## config.mk

```make
export PLATFORM = sky130hd
export DESIGN_NAME = varint_length_prefix_deframer
export DESIGN_NICKNAME = d
export VERILOG_FILES = /design/src/hw/rtl/vlpd_pkg.sv /design/src/hw/rtl/varint_length_prefix_deframer.sv /design/src/hw/rtl/vlpd_core.sv /design/src/hw/rtl/vlpd_outq.sv
export VERILOG_INCLUDE_DIRS = /design/src /design/src/hw/rtl
export SDC_FILE = /design/constraint.sdc
export NUM_CORES = 1
export LEC_CHECK = 0
export BUFFER_PORTS_ARGS = -buffer_cell sky130_fd_sc_hd__buf_2
export CAP_MARGIN = 20
export CORE_MARGIN = 2
export CORE_UTILIZATION = 40
export CTS_BUF_LIST = sky130_fd_sc_hd__clkbuf_2
export CTS_CLUSTER_DIAMETER = 30
export CTS_CLUSTER_SIZE = 40
export DETAILED_ROUTE_END_ITERATION = 8
export REMOVE_ABC_BUFFERS = 1
export SYNTH_ARGS = -nofsm -noshare
export SYNTH_HDL_FRONTEND = slang
export SYNTH_SLANG_ARGS = --single-unit
```

## constraint.sdc

```tcl
create_clock -name clk -period 3.7 [get_ports clk]
set_input_delay 0.37 -clock clk [delete_from_list [all_inputs] [get_ports clk]]
set_output_delay 0.37 -clock clk [all_outputs]
set_load 0.05 [all_outputs]
```

## src/hw/rtl/varint_length_prefix_deframer_assert.svh

```systemverilog
// Assertion macros shared by the deframer RTL files.
`ifndef VARINT_LENGTH_PREFIX_DEFRAMER_ASSERT_SVH
`define VARINT_LENGTH_PREFIX_DEFRAMER_ASSERT_SVH

// Same-cycle implication, checked while out of reset.
`define VLPD_ASSERT_NOW(lbl, ante, cons, msg) \
  lbl: assert property (@(posedge clk) disable iff (rst) (ante) |-> (cons)) else $error(msg);

// Next-cycle implication, checked while out of reset.
`define VLPD_ASSERT_NEXT(lbl, ante, cons, msg) \
  lbl: assert property (@(posedge clk) disable iff (rst) (ante) |=> (cons)) else $error(msg);

`endif

```

## src/hw/rtl/vlpd_pkg.sv

```systemverilog
// Package: types and constants of the varint length-prefix deframer.
`default_nettype none

package vlpd_pkg;

  localparam int BYTE_BITS  = 8;
  localparam int GROUP_BITS = 7;
  localparam int WORD_BITS  = 64;
  // Index of the last 7-bit group that still lands inside the word.
  localparam int LAST_GROUP      = (WORD_BITS - 1) / GROUP_BITS;
  // Bits of the last group that fit below the word's top.
  localparam int LAST_GROUP_BITS = WORD_BITS - LAST_GROUP * GROUP_BITS;
  localparam int GRP_W           = $clog2(LAST_GROUP + 1);
  localparam int CONT_POS        = BYTE_BITS - 1;

  typedef enum logic [1:0] {
    ST_PAYLOAD  = 2'd0,
    ST_ZERO_LEN = 2'd1,
    ST_TOO_LONG = 2'd2
  } status_t;

  typedef struct packed {
    logic [BYTE_BITS-1:0] payload_byte;
    logic                 last_of_message;
    status_t              status;
  } res_t;

endpackage

`default_nettype wire

```

## src/hw/rtl/varint_length_prefix_deframer.sv

```systemverilog
// Top level: varint length-prefixed message deframer.
//
// Input channel (in_valid / in_stall / in_byte): one raw stream byte per
// request. Each message is a little-endian base-128 varint length followed
// by that many payload bytes. Length bytes give no output request.
// Output channel (out_valid / out_stall): one request per payload byte with
// last_of_message on the final byte, status 0. A zero length (status 1) or a
// varint that runs past 64 bits (status 2) gives one error request with
// payload_byte 0, after which every byte is swallowed until reset.
// Throughput: one byte per cycle, sustained, while the receiver keeps up.
// Payload and error requests are registered in a two-entry result queue.
// Stall: the queue absorbs one stalled request; in_stall rises only when
// both entries are held, and it is a flop output (no path from out_stall).
// Reset (rst, synchronous, high): back to the length phase, queue emptied.
`default_nettype none

module varint_length_prefix_deframer (
  input  wire logic                           clk,
  input  wire logic                           rst,
  input  wire logic                           in_valid,
  output logic                                in_stall,
  input  wire logic [vlpd_pkg::BYTE_BITS-1:0] in_byte,
  output logic                                out_valid,
  input  wire logic                           out_stall,
  output logic [vlpd_pkg::BYTE_BITS-1:0]      payload_byte,
  output logic                                last_of_message,
  output logic [1:0]                          status
);
  import vlpd_pkg::*;

  logic take;       // input request accepted this cycle
  logic res_valid;  // accepted byte produces an output request
  res_t res;
  res_t out_res;
  logic q_full;

  // Accept whenever the result queue has a free entry.
  assign in_stall = q_full;
  assign take     = in_valid && !q_full;

  vlpd_core u_core (
    .clk       (clk),
    .rst       (rst),
    .take      (take),
    .in_byte   (in_byte),
    .res_valid (res_valid),
    .res       (res)
  );

  vlpd_outq u_outq (
    .clk       (clk),
    .rst       (rst),
    .push      (res_valid),
    .push_res  (res),
    .full      (q_full),
    .out_valid (out_valid),
    .out_stall (out_stall),
    .out_res   (out_res)
  );

  assign payload_byte    = out_res.payload_byte;
  assign last_of_message = out_res.last_of_message;
  assign status          = out_res.status;

endmodule

`default_nettype wire

```

## src/hw/rtl/vlpd_core.sv

```systemverilog
// Deframer state: varint length accumulation, payload countdown, halt.
`default_nettype none

module vlpd_core (
  input  wire logic                           clk,
  input  wire logic                           rst,
  input  wire logic                           take,
  input  wire logic [vlpd_pkg::BYTE_BITS-1:0] in_byte,
  output logic                                res_valid,
  output vlpd_pkg::res_t                      res
);
  import vlpd_pkg::*;

  `include "varint_length_prefix_deframer_assert.svh"

  logic                 payload_phase, payload_phase_next;
  logic                 halted, halted_next;
  logic                 acc_nz, acc_nz_next;
  logic [GRP_W-1:0]     grp, grp_next;
  logic [WORD_BITS-1:0] count, count_next;

  logic [GROUP_BITS-1:0] group;
  logic                  cont;
  logic [WORD_BITS-1:0]  placed;
  logic                  placed_nz;
  logic                  new_nz;
  logic                  is_last;

  assign group     = in_byte[GROUP_BITS-1:0];
  assign cont      = in_byte[CONT_POS];
  assign placed_nz = |placed;
  assign new_nz    = acc_nz | placed_nz;
  assign is_last   = (count == WORD_BITS'(1));

  // Put the 7-bit group at its slot; the top slot keeps only its low bits.
  always_comb begin
    placed = '0;
    for (int k = 0; k < LAST_GROUP; k++) begin
      if (grp == GRP_W'(k)) begin
        placed[k*GROUP_BITS +: GROUP_BITS] = group;
      end
    end
    if (grp == GRP_W'(LAST_GROUP)) begin
      placed[LAST_GROUP*GROUP_BITS +: LAST_GROUP_BITS] = group[LAST_GROUP_BITS-1:0];
    end
  end

  always_comb begin
    payload_phase_next = payload_phase;
    halted_next        = halted;
    acc_nz_next        = acc_nz;
    grp_next           = grp;
    count_next         = count;
    res_valid          = 1'b0;
    res.payload_byte   = '0;
    res.last_of_message = 1'b0;
    res.status         = ST_PAYLOAD;
    if (take && !halted) begin
      if (payload_phase) begin
        // count doubles as length accumulator, so it ends at zero for the next length
        res_valid           = 1'b1;
        res.payload_byte    = in_byte;
        res.last_of_message = is_last;
        count_next          = count - WORD_BITS'(1);
        if (is_last) begin
          payload_phase_next = 1'b0;
          grp_next           = '0;
          acc_nz_next        = 1'b0;
        end
      end else begin
        count_next  = count | placed;
        acc_nz_next = new_nz;
        if (!cont) begin
          if (!new_nz) begin
            halted_next = 1'b1;
            res_valid   = 1'b1;
            res.status  = ST_ZERO_LEN;
          end else begin
            payload_phase_next = 1'b1;
          end
        end else if (grp == GRP_W'(LAST_GROUP)) begin
          halted_next = 1'b1;
          res_valid   = 1'b1;
          res.status  = ST_TOO_LONG;
        end else begin
          grp_next = grp + GRP_W'(1);
        end
      end
    end
  end

  always_ff @(posedge clk) begin
    if (rst) begin
      payload_phase <= 1'b0;
      halted        <= 1'b0;
      acc_nz        <= 1'b0;
      grp           <= '0;
      count         <= '0;
    end else begin
      payload_phase <= payload_phase_next;
      halted        <= halted_next;
      acc_nz        <= acc_nz_next;
      grp           <= grp_next;
      count         <= count_next;
    end
  end

  `VLPD_ASSERT_NEXT(a_halt_sticks, halted, halted, "halt released without reset")
  `VLPD_ASSERT_NOW(a_payload_count_nz, payload_phase, count != '0,
                   "payload phase with zero bytes remaining")
  `VLPD_ASSERT_NEXT(a_error_halts, res_valid && (res.status != ST_PAYLOAD), halted,
                    "error result did not halt")

endmodule

`default_nettype wire

```

## src/hw/rtl/vlpd_outq.sv

```systemverilog
// Two-entry result queue that decouples receiver stall from the input side.
`default_nettype none

module vlpd_outq (
  input  wire logic           clk,
  input  wire logic           rst,
  input  wire logic           push,
  input  wire vlpd_pkg::res_t push_res,
  output logic                full,
  output logic                out_valid,
  input  wire logic           out_stall,
  output vlpd_pkg::res_t      out_res
);
  import vlpd_pkg::*;

  `include "varint_length_prefix_deframer_assert.svh"

  res_t       mem [2];
  logic       rd_ptr;
  logic       wr_ptr;
  logic [1:0] fill;
  logic       pop;

  assign out_valid = (fill != 2'd0);
  assign full      = (fill == 2'd2);
  assign pop       = out_valid && !out_stall;
  assign out_res   = mem[rd_ptr];

  always_ff @(posedge clk) begin
    if (push) begin
      mem[wr_ptr] <= push_res;
    end
  end

  always_ff @(posedge clk) begin
    if (rst) begin
      rd_ptr <= 1'b0;
      wr_ptr <= 1'b0;
      fill   <= 2'd0;
    end else begin
      if (push) begin
        wr_ptr <= ~wr_ptr;
      end
      if (pop) begin
        rd_ptr <= ~rd_ptr;
      end
      if (push && !pop) begin
        fill <= fill + 2'd1;
      end else if (pop && !push) begin
        fill <= fill - 2'd1;
      end
    end
  end

  `VLPD_ASSERT_NOW(a_fill_range, 1'b1, fill != 2'd3, "queue fill out of range")
  `VLPD_ASSERT_NOW(a_no_push_full, push, !full, "push into full queue")
  `VLPD_ASSERT_NEXT(a_pop_drains, pop && !push, fill == $past(fill) - 2'd1,
                    "pop did not lower fill")

endmodule

`default_nettype wire

```

==> results of run 1 <==
[per-layer routing]
metal | track usage | part of all wire
met5 | 0 | 0
met4 | 0.0812 | 0.025
met3 | 0.0407 | 0.060
met2 | 0.331 | 0.45
met1 | 0.288 | 0.46
[worst register-to-register path, stage by stage, from the launching register on]
cell and delay [ns]:
dfxtp_1 0.73, and3b_1 0.31, a32o_1 0.22, a2111oi_0 0.43, nand3_1 0.19, or4b_1 0.61, nand2_1 0.10, ha_1 0.25
or3_1 0.35, a21oi_1 0.14
[cell type report]
| type | count | area share |
|---|---|---|
| multi-input cells | 481 | 0.526 |
| flip-flops and latches | 98 | 0.366 |
| repair buffers | 41 | 0.0437 |
| well taps | 180 | 0.0378 |
| clock inverters | 7 | 0.00987 |
| inverters | 14 | 0.00882 |
| clock buffers | 9 | 0.00756 |
[placed cells by master, fill, tap and decap left out, types with 5 or more instances in the layout]
| cell | instances |
|---|---|
| a211oi_1 | 13 |
| a21oi_1 | 57 |
| a311oi_1 | 13 |
| a31oi_1 | 6 |
| and2_1 | 7 |
| and3_1 | 15 |
| buf_2 | 24 |
| buf_4 | 16 |
| clkbuf_2 | 9 |
| dfxtp_1 | 76 |
| edfxtp_1 | 22 |
| ha_1 | 7 |
| inv_1 | 14 |
| mux2_2 | 16 |
| nand2_1 | 48 |
| nand2b_1 | 6 |
| nand3_1 | 42 |
| nand4_1 | 5 |
| nor2_1 | 49 |
| nor3_1 | 37 |
| nor4_1 | 10 |
| o21ai_0 | 12 |
| or3_1 | 12 |
| or4_1 | 7 |
| xnor2_1 | 17 |
| xor2_1 | 22 |
[sequential cells by signal (all words and copies together), names as in the netlist, named ones only]
| signal | cells |
|---|---|
| u_outq.fill | 2 |
| u_core.halted | 1 |
| u_core.grp | 4 |
| u_outq.mem | 22 |
| u_outq.wr_ptr | 1 |
| u_core.payload_phase | 1 |
| u_core.acc_nz | 1 |
| u_outq.rd_ptr | 1 |
| u_core.count | 64 |
[logic make-up after synthesis]
family / Yosys count
simple gates: 277
fa+ha+maj: 7
mux: 17
xor+xnor: 39
buf+inv: 61
compound gates: 141
flops: 98
[worst min path at each step]
stage	startpoint	end	cells after the start
after CTS	in_byte[7]	u_core.payload_phase$_SDFFE_PP0P_	3
final	in_byte[7]	u_core.payload_phase$_SDFFE_PP0P_	3
after floorplan	rst	u_core.count[0]$_SDFFE_PP0P_	1
after global placement	u_core.count[51]$_SDFFE_PP0P_	u_core.count[51]$_SDFFE_PP0P_	1
after global routing	in_byte[7]	u_core.payload_phase$_SDFFE_PP0P_	3
after detailed placement	u_core.count[51]$_SDFFE_PP0P_	u_core.count[51]$_SDFFE_PP0P_	1
[metrics by stage]
stage / area (sq um) / hold slack [ns] / instances / setup slack, ns / power [mW]
after floorplan: 5360 / 0.439 / 593 / 0.254 / 2.23
after global placement: 5850 / 0.477 / 814 / 0.525 / 2.59
after detailed placement: 5850 / 0.478 / 814 / 0.451 / 2.61
after CTS: 5960 / 0.0205 / 830 / 0.375 / 3.12
after global routing: 5960 / 0.0389 / 830 / 0.158 / 3.29
final: 5960 / 0.0545 / 830 / 0.329 / 3.10
[power by group through the flow]
| stage | clock network, mW | registers [mW] | logic [mW] |
|---|---|---|---|
| floorplan | 0 | 1.30 | 0.929 |
| global placement | 0 | 1.32 | 1.27 |
| detailed placement | 0 | 1.32 | 1.28 |
| CTS | 0.524 | 1.30 | 1.29 |
| global route | 0.561 | 1.32 | 1.41 |
| finish | 0.505 | 1.30 | 1.30 |
==> results.py, run 1 <==
metrics = {
    "global_route": {
        "grt_use_total": 0.211,
        "grt_overflow": 0,
        "grt_pass1_vias": 4743,
        "grt_pass1_wl_um": 24500,
        "antenna_found_initial": 1,
        "grt_max_degree": 45,
    },
    "pwr": {
        "switching_share": 0.440,
        "p_per_area_mw_per_mm2": 521,
        "clockPowerShare": 0.163,
        "ir_drop_uv": 329,
        "p_switching_mw": 1.36,
        "combinationalPowerShare": 0.418,
        "p_leak_nw": 2.09,
        "power_frac_seq": 0.420,
        "p_int_mw": 1.74,
    },
    "timing": {
        "grt_setup_unrepaired": "no",
        "finalClockSkew_ns": 0.0333,
        "setup_violations": 0,
        "finalHoldViolations": 0,
        "tightest_slew_ns": 0.792,
        "tns_ns": 0,
        "fin_crit_ns": 3.37,
        "fin_crit_sh": 0.911,
        "max_freq_mhz": 297,
        "maxSlewViolCount": 0,
        "max_slew_margin": 0.472,
    },
    "clock_network": {
        "path_clk_slew_ns": 0.30,
        "postCtsSetupBuffers": 0,
        "hold_buffers": 0,
        "h-tree-depth": 3,
        "cts_tree": "built",
        "cts_max_path_buffers": 2,
        "worstSkewPairLatency_ns": 0.65,
        "ctsResizeCount": 0,
        "cts-root-buf": "clkbuf_2",
        "numCtsBuffers": 9,
        "cts_sinks": 98,
    },
    "finish": {
        "multi_input_area_sq_mm": 0.00313,
        "seq_area_sq_mm": 0.00218,
        "nFillCells": 1375,
        "syn_to_final_growth_pct": 6.94,
        "nNetsFinal": 664,
        "drive_gt1_frac": 0.155,
        "n_antenna_cell": 0,
        "fin_util": 0.434,
    },
    "critical_path": {
        "cp.required_ns": 4.32,
        "cp-endpoint": "u_outq.fill[1]$_SDFFE_PP0P_",
        "r2r_start": "u_core.grp[2]$_SDFFE_PP0P_",
        "cp.buffers_inverters": 0,
        "critPathSlowestCell": "dfxtp_1",
        "worstPathCellList": "and3b_1, a32o_1, a2111oi_0, nand3_1, or4b_1, nand2_1, ha_1, or3_1, a21oi_1",
        "path_delay_family": "simple AND/OR/NAND/NOR gates",
        "r2r_setup_slack_ns": 0.33,
        "arrival_ns": 3.99,
        "endpoint_kind": "flop",
        "path_class": "reg -> reg",
        "slowest_delay_ns": 0.73,
        "r2r-end": "u_outq.fill[1]$_SDFFE_PP0P_",
        "startpoint": "u_core.grp[2]$_SDFFE_PP0P_",
        "cp-start-kind": "flop",
        "worstRegToRegCells": 9,
        "worstSetupPathDepth": 9,
        "crit_fanout": 17,
    },
    "route": {
        "firstDrtPassIters": 8,
        "drc_errors": 0,
        "avgViaCountPerCell": 5.95,
        "detailroute.via_count": 4939,
        "drtIter0Drc": 335,
        "wl_um": 15100,
        "wl_per_cell_um": 18.2,
        "ant_nets": 0,
    },
    "floorplan": {
        "die_w_um": 122,
        "design.die.area_sq_mm": 0.0149,
        "ios": 25,
        "start_util": 0.406,
        "die-height_um": 122,
        "core_sq_mm": 0.0137,
        "rows": 43,
    },
    "synth": {
        "synthTopCellsByArea": "dfxtp_1, edfxtp_1, a21oi_1, nand3_1, xor2_1",
        "synth_area_leader_cell": "dfxtp_1",
        "yosys-mux-area-fraction": 0.0341,
        "synth-adder-area-share": 0.0157,
        "synthSimpleGateAreaFrac": 0.281,
        "synth_seq_area_share": 0.392,
        "synth_area_sq_mm": 0.00557,
        "synth_seq_cells": 98,
        "yosysMostFrequentCell": "dfxtp_1",
        "synth_compound_area_frac": 0.169,
        "yosys.area.top_type_share": 0.273,
        "avgSynthCellArea_sq_um": 8.71,
        "synthCells": 640,
        "synthArstFlopShare": 0,
        "synth-edff-count": 22,
        "yosys_warnings": 0,
        "synth_common_cells": "dfxtp_1, a21oi_1, nor2_1",
        "synth_top_family_by_area": "simple AND/OR/NAND/NOR gates",
        "synth_xor_area_frac": 0.0613,
        "synth_ff_type": "dfxtp_1",
        "yosys.cell_types.count": 75,
    },
    "placed_design": {
        "gp_congestion": 0.935,
        "hpwl_um": 10400,
        "io_buffers": 24,
    },
    "worst_hold_path": {
        "min_path_type": "in -> reg",
    },
    "flow_run": {
        "drv_cap": 0,
    },
    "outcome": {
        "outcome": "finished, final reports clean",
    },
}
Power figures use the tool's default switching activity.
==> run 2, diff against run 1 <==
--- a/config.mk
+++ b/config.mk
@@ -8,6 +8,7 @@
 export LEC_CHECK = 0
 export BUFFER_PORTS_ARGS = -buffer_cell sky130_fd_sc_hd__buf_2
 export CAP_MARGIN = 20
+export CORE_ASPECT_RATIO = 0.7
 export CORE_MARGIN = 2
 export CORE_UTILIZATION = 40
 export CTS_BUF_LIST = sky130_fd_sc_hd__clkbuf_2
==> results.py, run 2 (synthesized netlist as in run 1, its figures left out) <==
metrics = {
    "placed_design": {
        "hpwl_um": 10700,
        "dpl.cell_count": 823,
        "io_buffers": 24,
        "gp_congestion": 0.888,
    },
    "clock_network": {
        "numCtsBuffers": 9,
        "hold_buffers": 0,
        "h-tree-depth": 3,
        "postCtsSetupBuffers": 0,
        "cts_max_path_buffers": 2,
        "cts_sinks": 98,
        "worstSkewPairLatency_ns": 0.60,
        "path_clk_slew_ns": 0.30,
        "ctsResizeCount": 0,
        "cts_tree": "built",
        "cts-root-buf": "clkbuf_2",
    },
    "finish": {
        "syn_to_final_growth_pct": 7.07,
        "max_flop_register": "u_core.count",
        "reg_top3": "u_core.count: 64 flops, u_outq.mem: 22 flops, u_core.grp: 4 flops",
        "n_antenna_cell": 0,
        "mostFrequentLayoutCell": "dfxtp_1",
        "drive_gt1_frac": 0.154,
        "largest_register_ffs": 64,
        "final_cell_mix": "dfxtp_1, a21oi_1, nor2_1, nand2_1, nand3_1",
        "nNetsFinal": 663,
        "fin_cells": 839,
    },
    "global_route": {
        "grt_pass1_vias": 4712,
        "grt_pass1_wl_um": 25500,
        "grt_use_total": 0.215,
        "grt_overflow": 0,
        "grt_max_degree": 44,
        "antenna_found_initial": 0,
    },
    "timing": {
        "tightest_slew_ns": 0.913,
        "finalHoldViolations": 0,
        "fin_crit_ns": 3.45,
        "tns_ns": 0,
        "hold_ws_ns": 0.0719,
        "grt_setup_unrepaired": "no",
        "finalClockSkew_ns": 0.0336,
        "max_slew_margin": 0.391,
        "maxSlewViolCount": 0,
        "setup_violations": 0,
        "fin_crit_sh": 0.933,
        "max_freq_mhz": 290,
    },
    "critical_path": {
        "startpoint": "u_core.grp[0]$_SDFFE_PP0P_",
        "cp-start-kind": "flop",
        "r2r_start": "u_core.grp[0]$_SDFFE_PP0P_",
        "crit_fanout": 12,
        "arrival_ns": 4.01,
        "path_class": "reg -> reg",
        "cp.required_ns": 4.26,
        "endpoint_kind": "flop",
    },
    "route": {
        "wl_met3_um": 1320,
        "avgViaCountPerCell": 5.94,
        "drtIter0Drc": 424,
        "wl_um": 15600,
        "detailroute.via_count": 4985,
        "firstDrtPassIters": 7,
        "ant_nets": 0,
        "wl_met1_um": 7470,
        "wl_per_cell_um": 18.6,
        "drc_errors": 0,
        "wl_met2_um": 6620,
        "highest_layer": "met4",
    },
    "floorplan": {
        "die_w_um": 145,
        "start_util": 0.404,
        "ios": 25,
        "die-height_um": 103,
        "rows": 36,
        "core_sq_mm": 0.0138,
        "design.die.area_sq_mm": 0.0149,
    },
    "pwr": {
        "p_leak_nw": 2.10,
        "ir_drop_uv": 170,
        "total_power_mw": 3.13,
        "p_per_area_mw_per_mm2": 525,
    },
    "outcome": {
        "outcome": "finished, final reports clean",
    },
    "worst_hold_path": {
        "min_path_type": "in -> reg",
        "min-delay-start": "in_byte[6]",
    },
    "flow_run": {
        "drv_cap": 0,
    },
}
-- run 2: final timing paths --
path                                    to  cells after the start  slack (ns)
max            u_outq.fill[1]$_SDFFE_PP0P_                     11        0.25
min          u_core.count[41]$_SDFFE_PP0P_                      3        0.07
max reg2reg    u_outq.fill[1]$_SDFFE_PP0P_                     11        0.25
min reg2reg  u_core.count[51]$_SDFFE_PP0P_                      1        0.52
-- run 2: power by group --
part / internal [mW] / switching, mW / total, mW
Sequential: 1.20 / 0.114 / 1.31
Clock: 0.111 / 0.417 / 0.529
Combinational: 0.427 / 0.865 / 1.29
Total: 1.73 / 1.40 / 3.13
-- run 2: cell type report --
class                   count  area [sq um]
fillers                  1403          7820
multi-input cells         481          3130
flip-flops and latches     98          2180
repair buffers             40           240
well taps                 190           238
clock inverters             7          73.8
inverters                  14          52.6
clock buffers               9          45.0
-- run 2: metal layers --
layer,up-vias,global-route usage
met1,2379,0.312
met2,222,0.330
met4,0,0.0581
li1,2365,-
met3,19,0.0425
met5,-,0
-- run 2: critical path: stages (launching register included) --
cell and delay [ns]:
dfxtp_1 0.46, inv_1 0.11, ha_1 0.37, and3b_1 0.33
o21a_1 0.21, a2111oi_0 0.31, nand3_1 0.18, or4b_1 0.61
nand2_1 0.10, ha_1 0.25, or3_1 0.36, a21oi_1 0.14
-- run 2: through the flow --
stage	utilization	setup WS, ns	area, sq um
after global routing	0.433	0.0564	5970
after global placement	0.424	0.474	5850
after floorplan	-	0.254	5360
final	0.433	0.249	5970
after detailed placement	0.424	0.287	5850
after CTS	0.433	0.261	5970
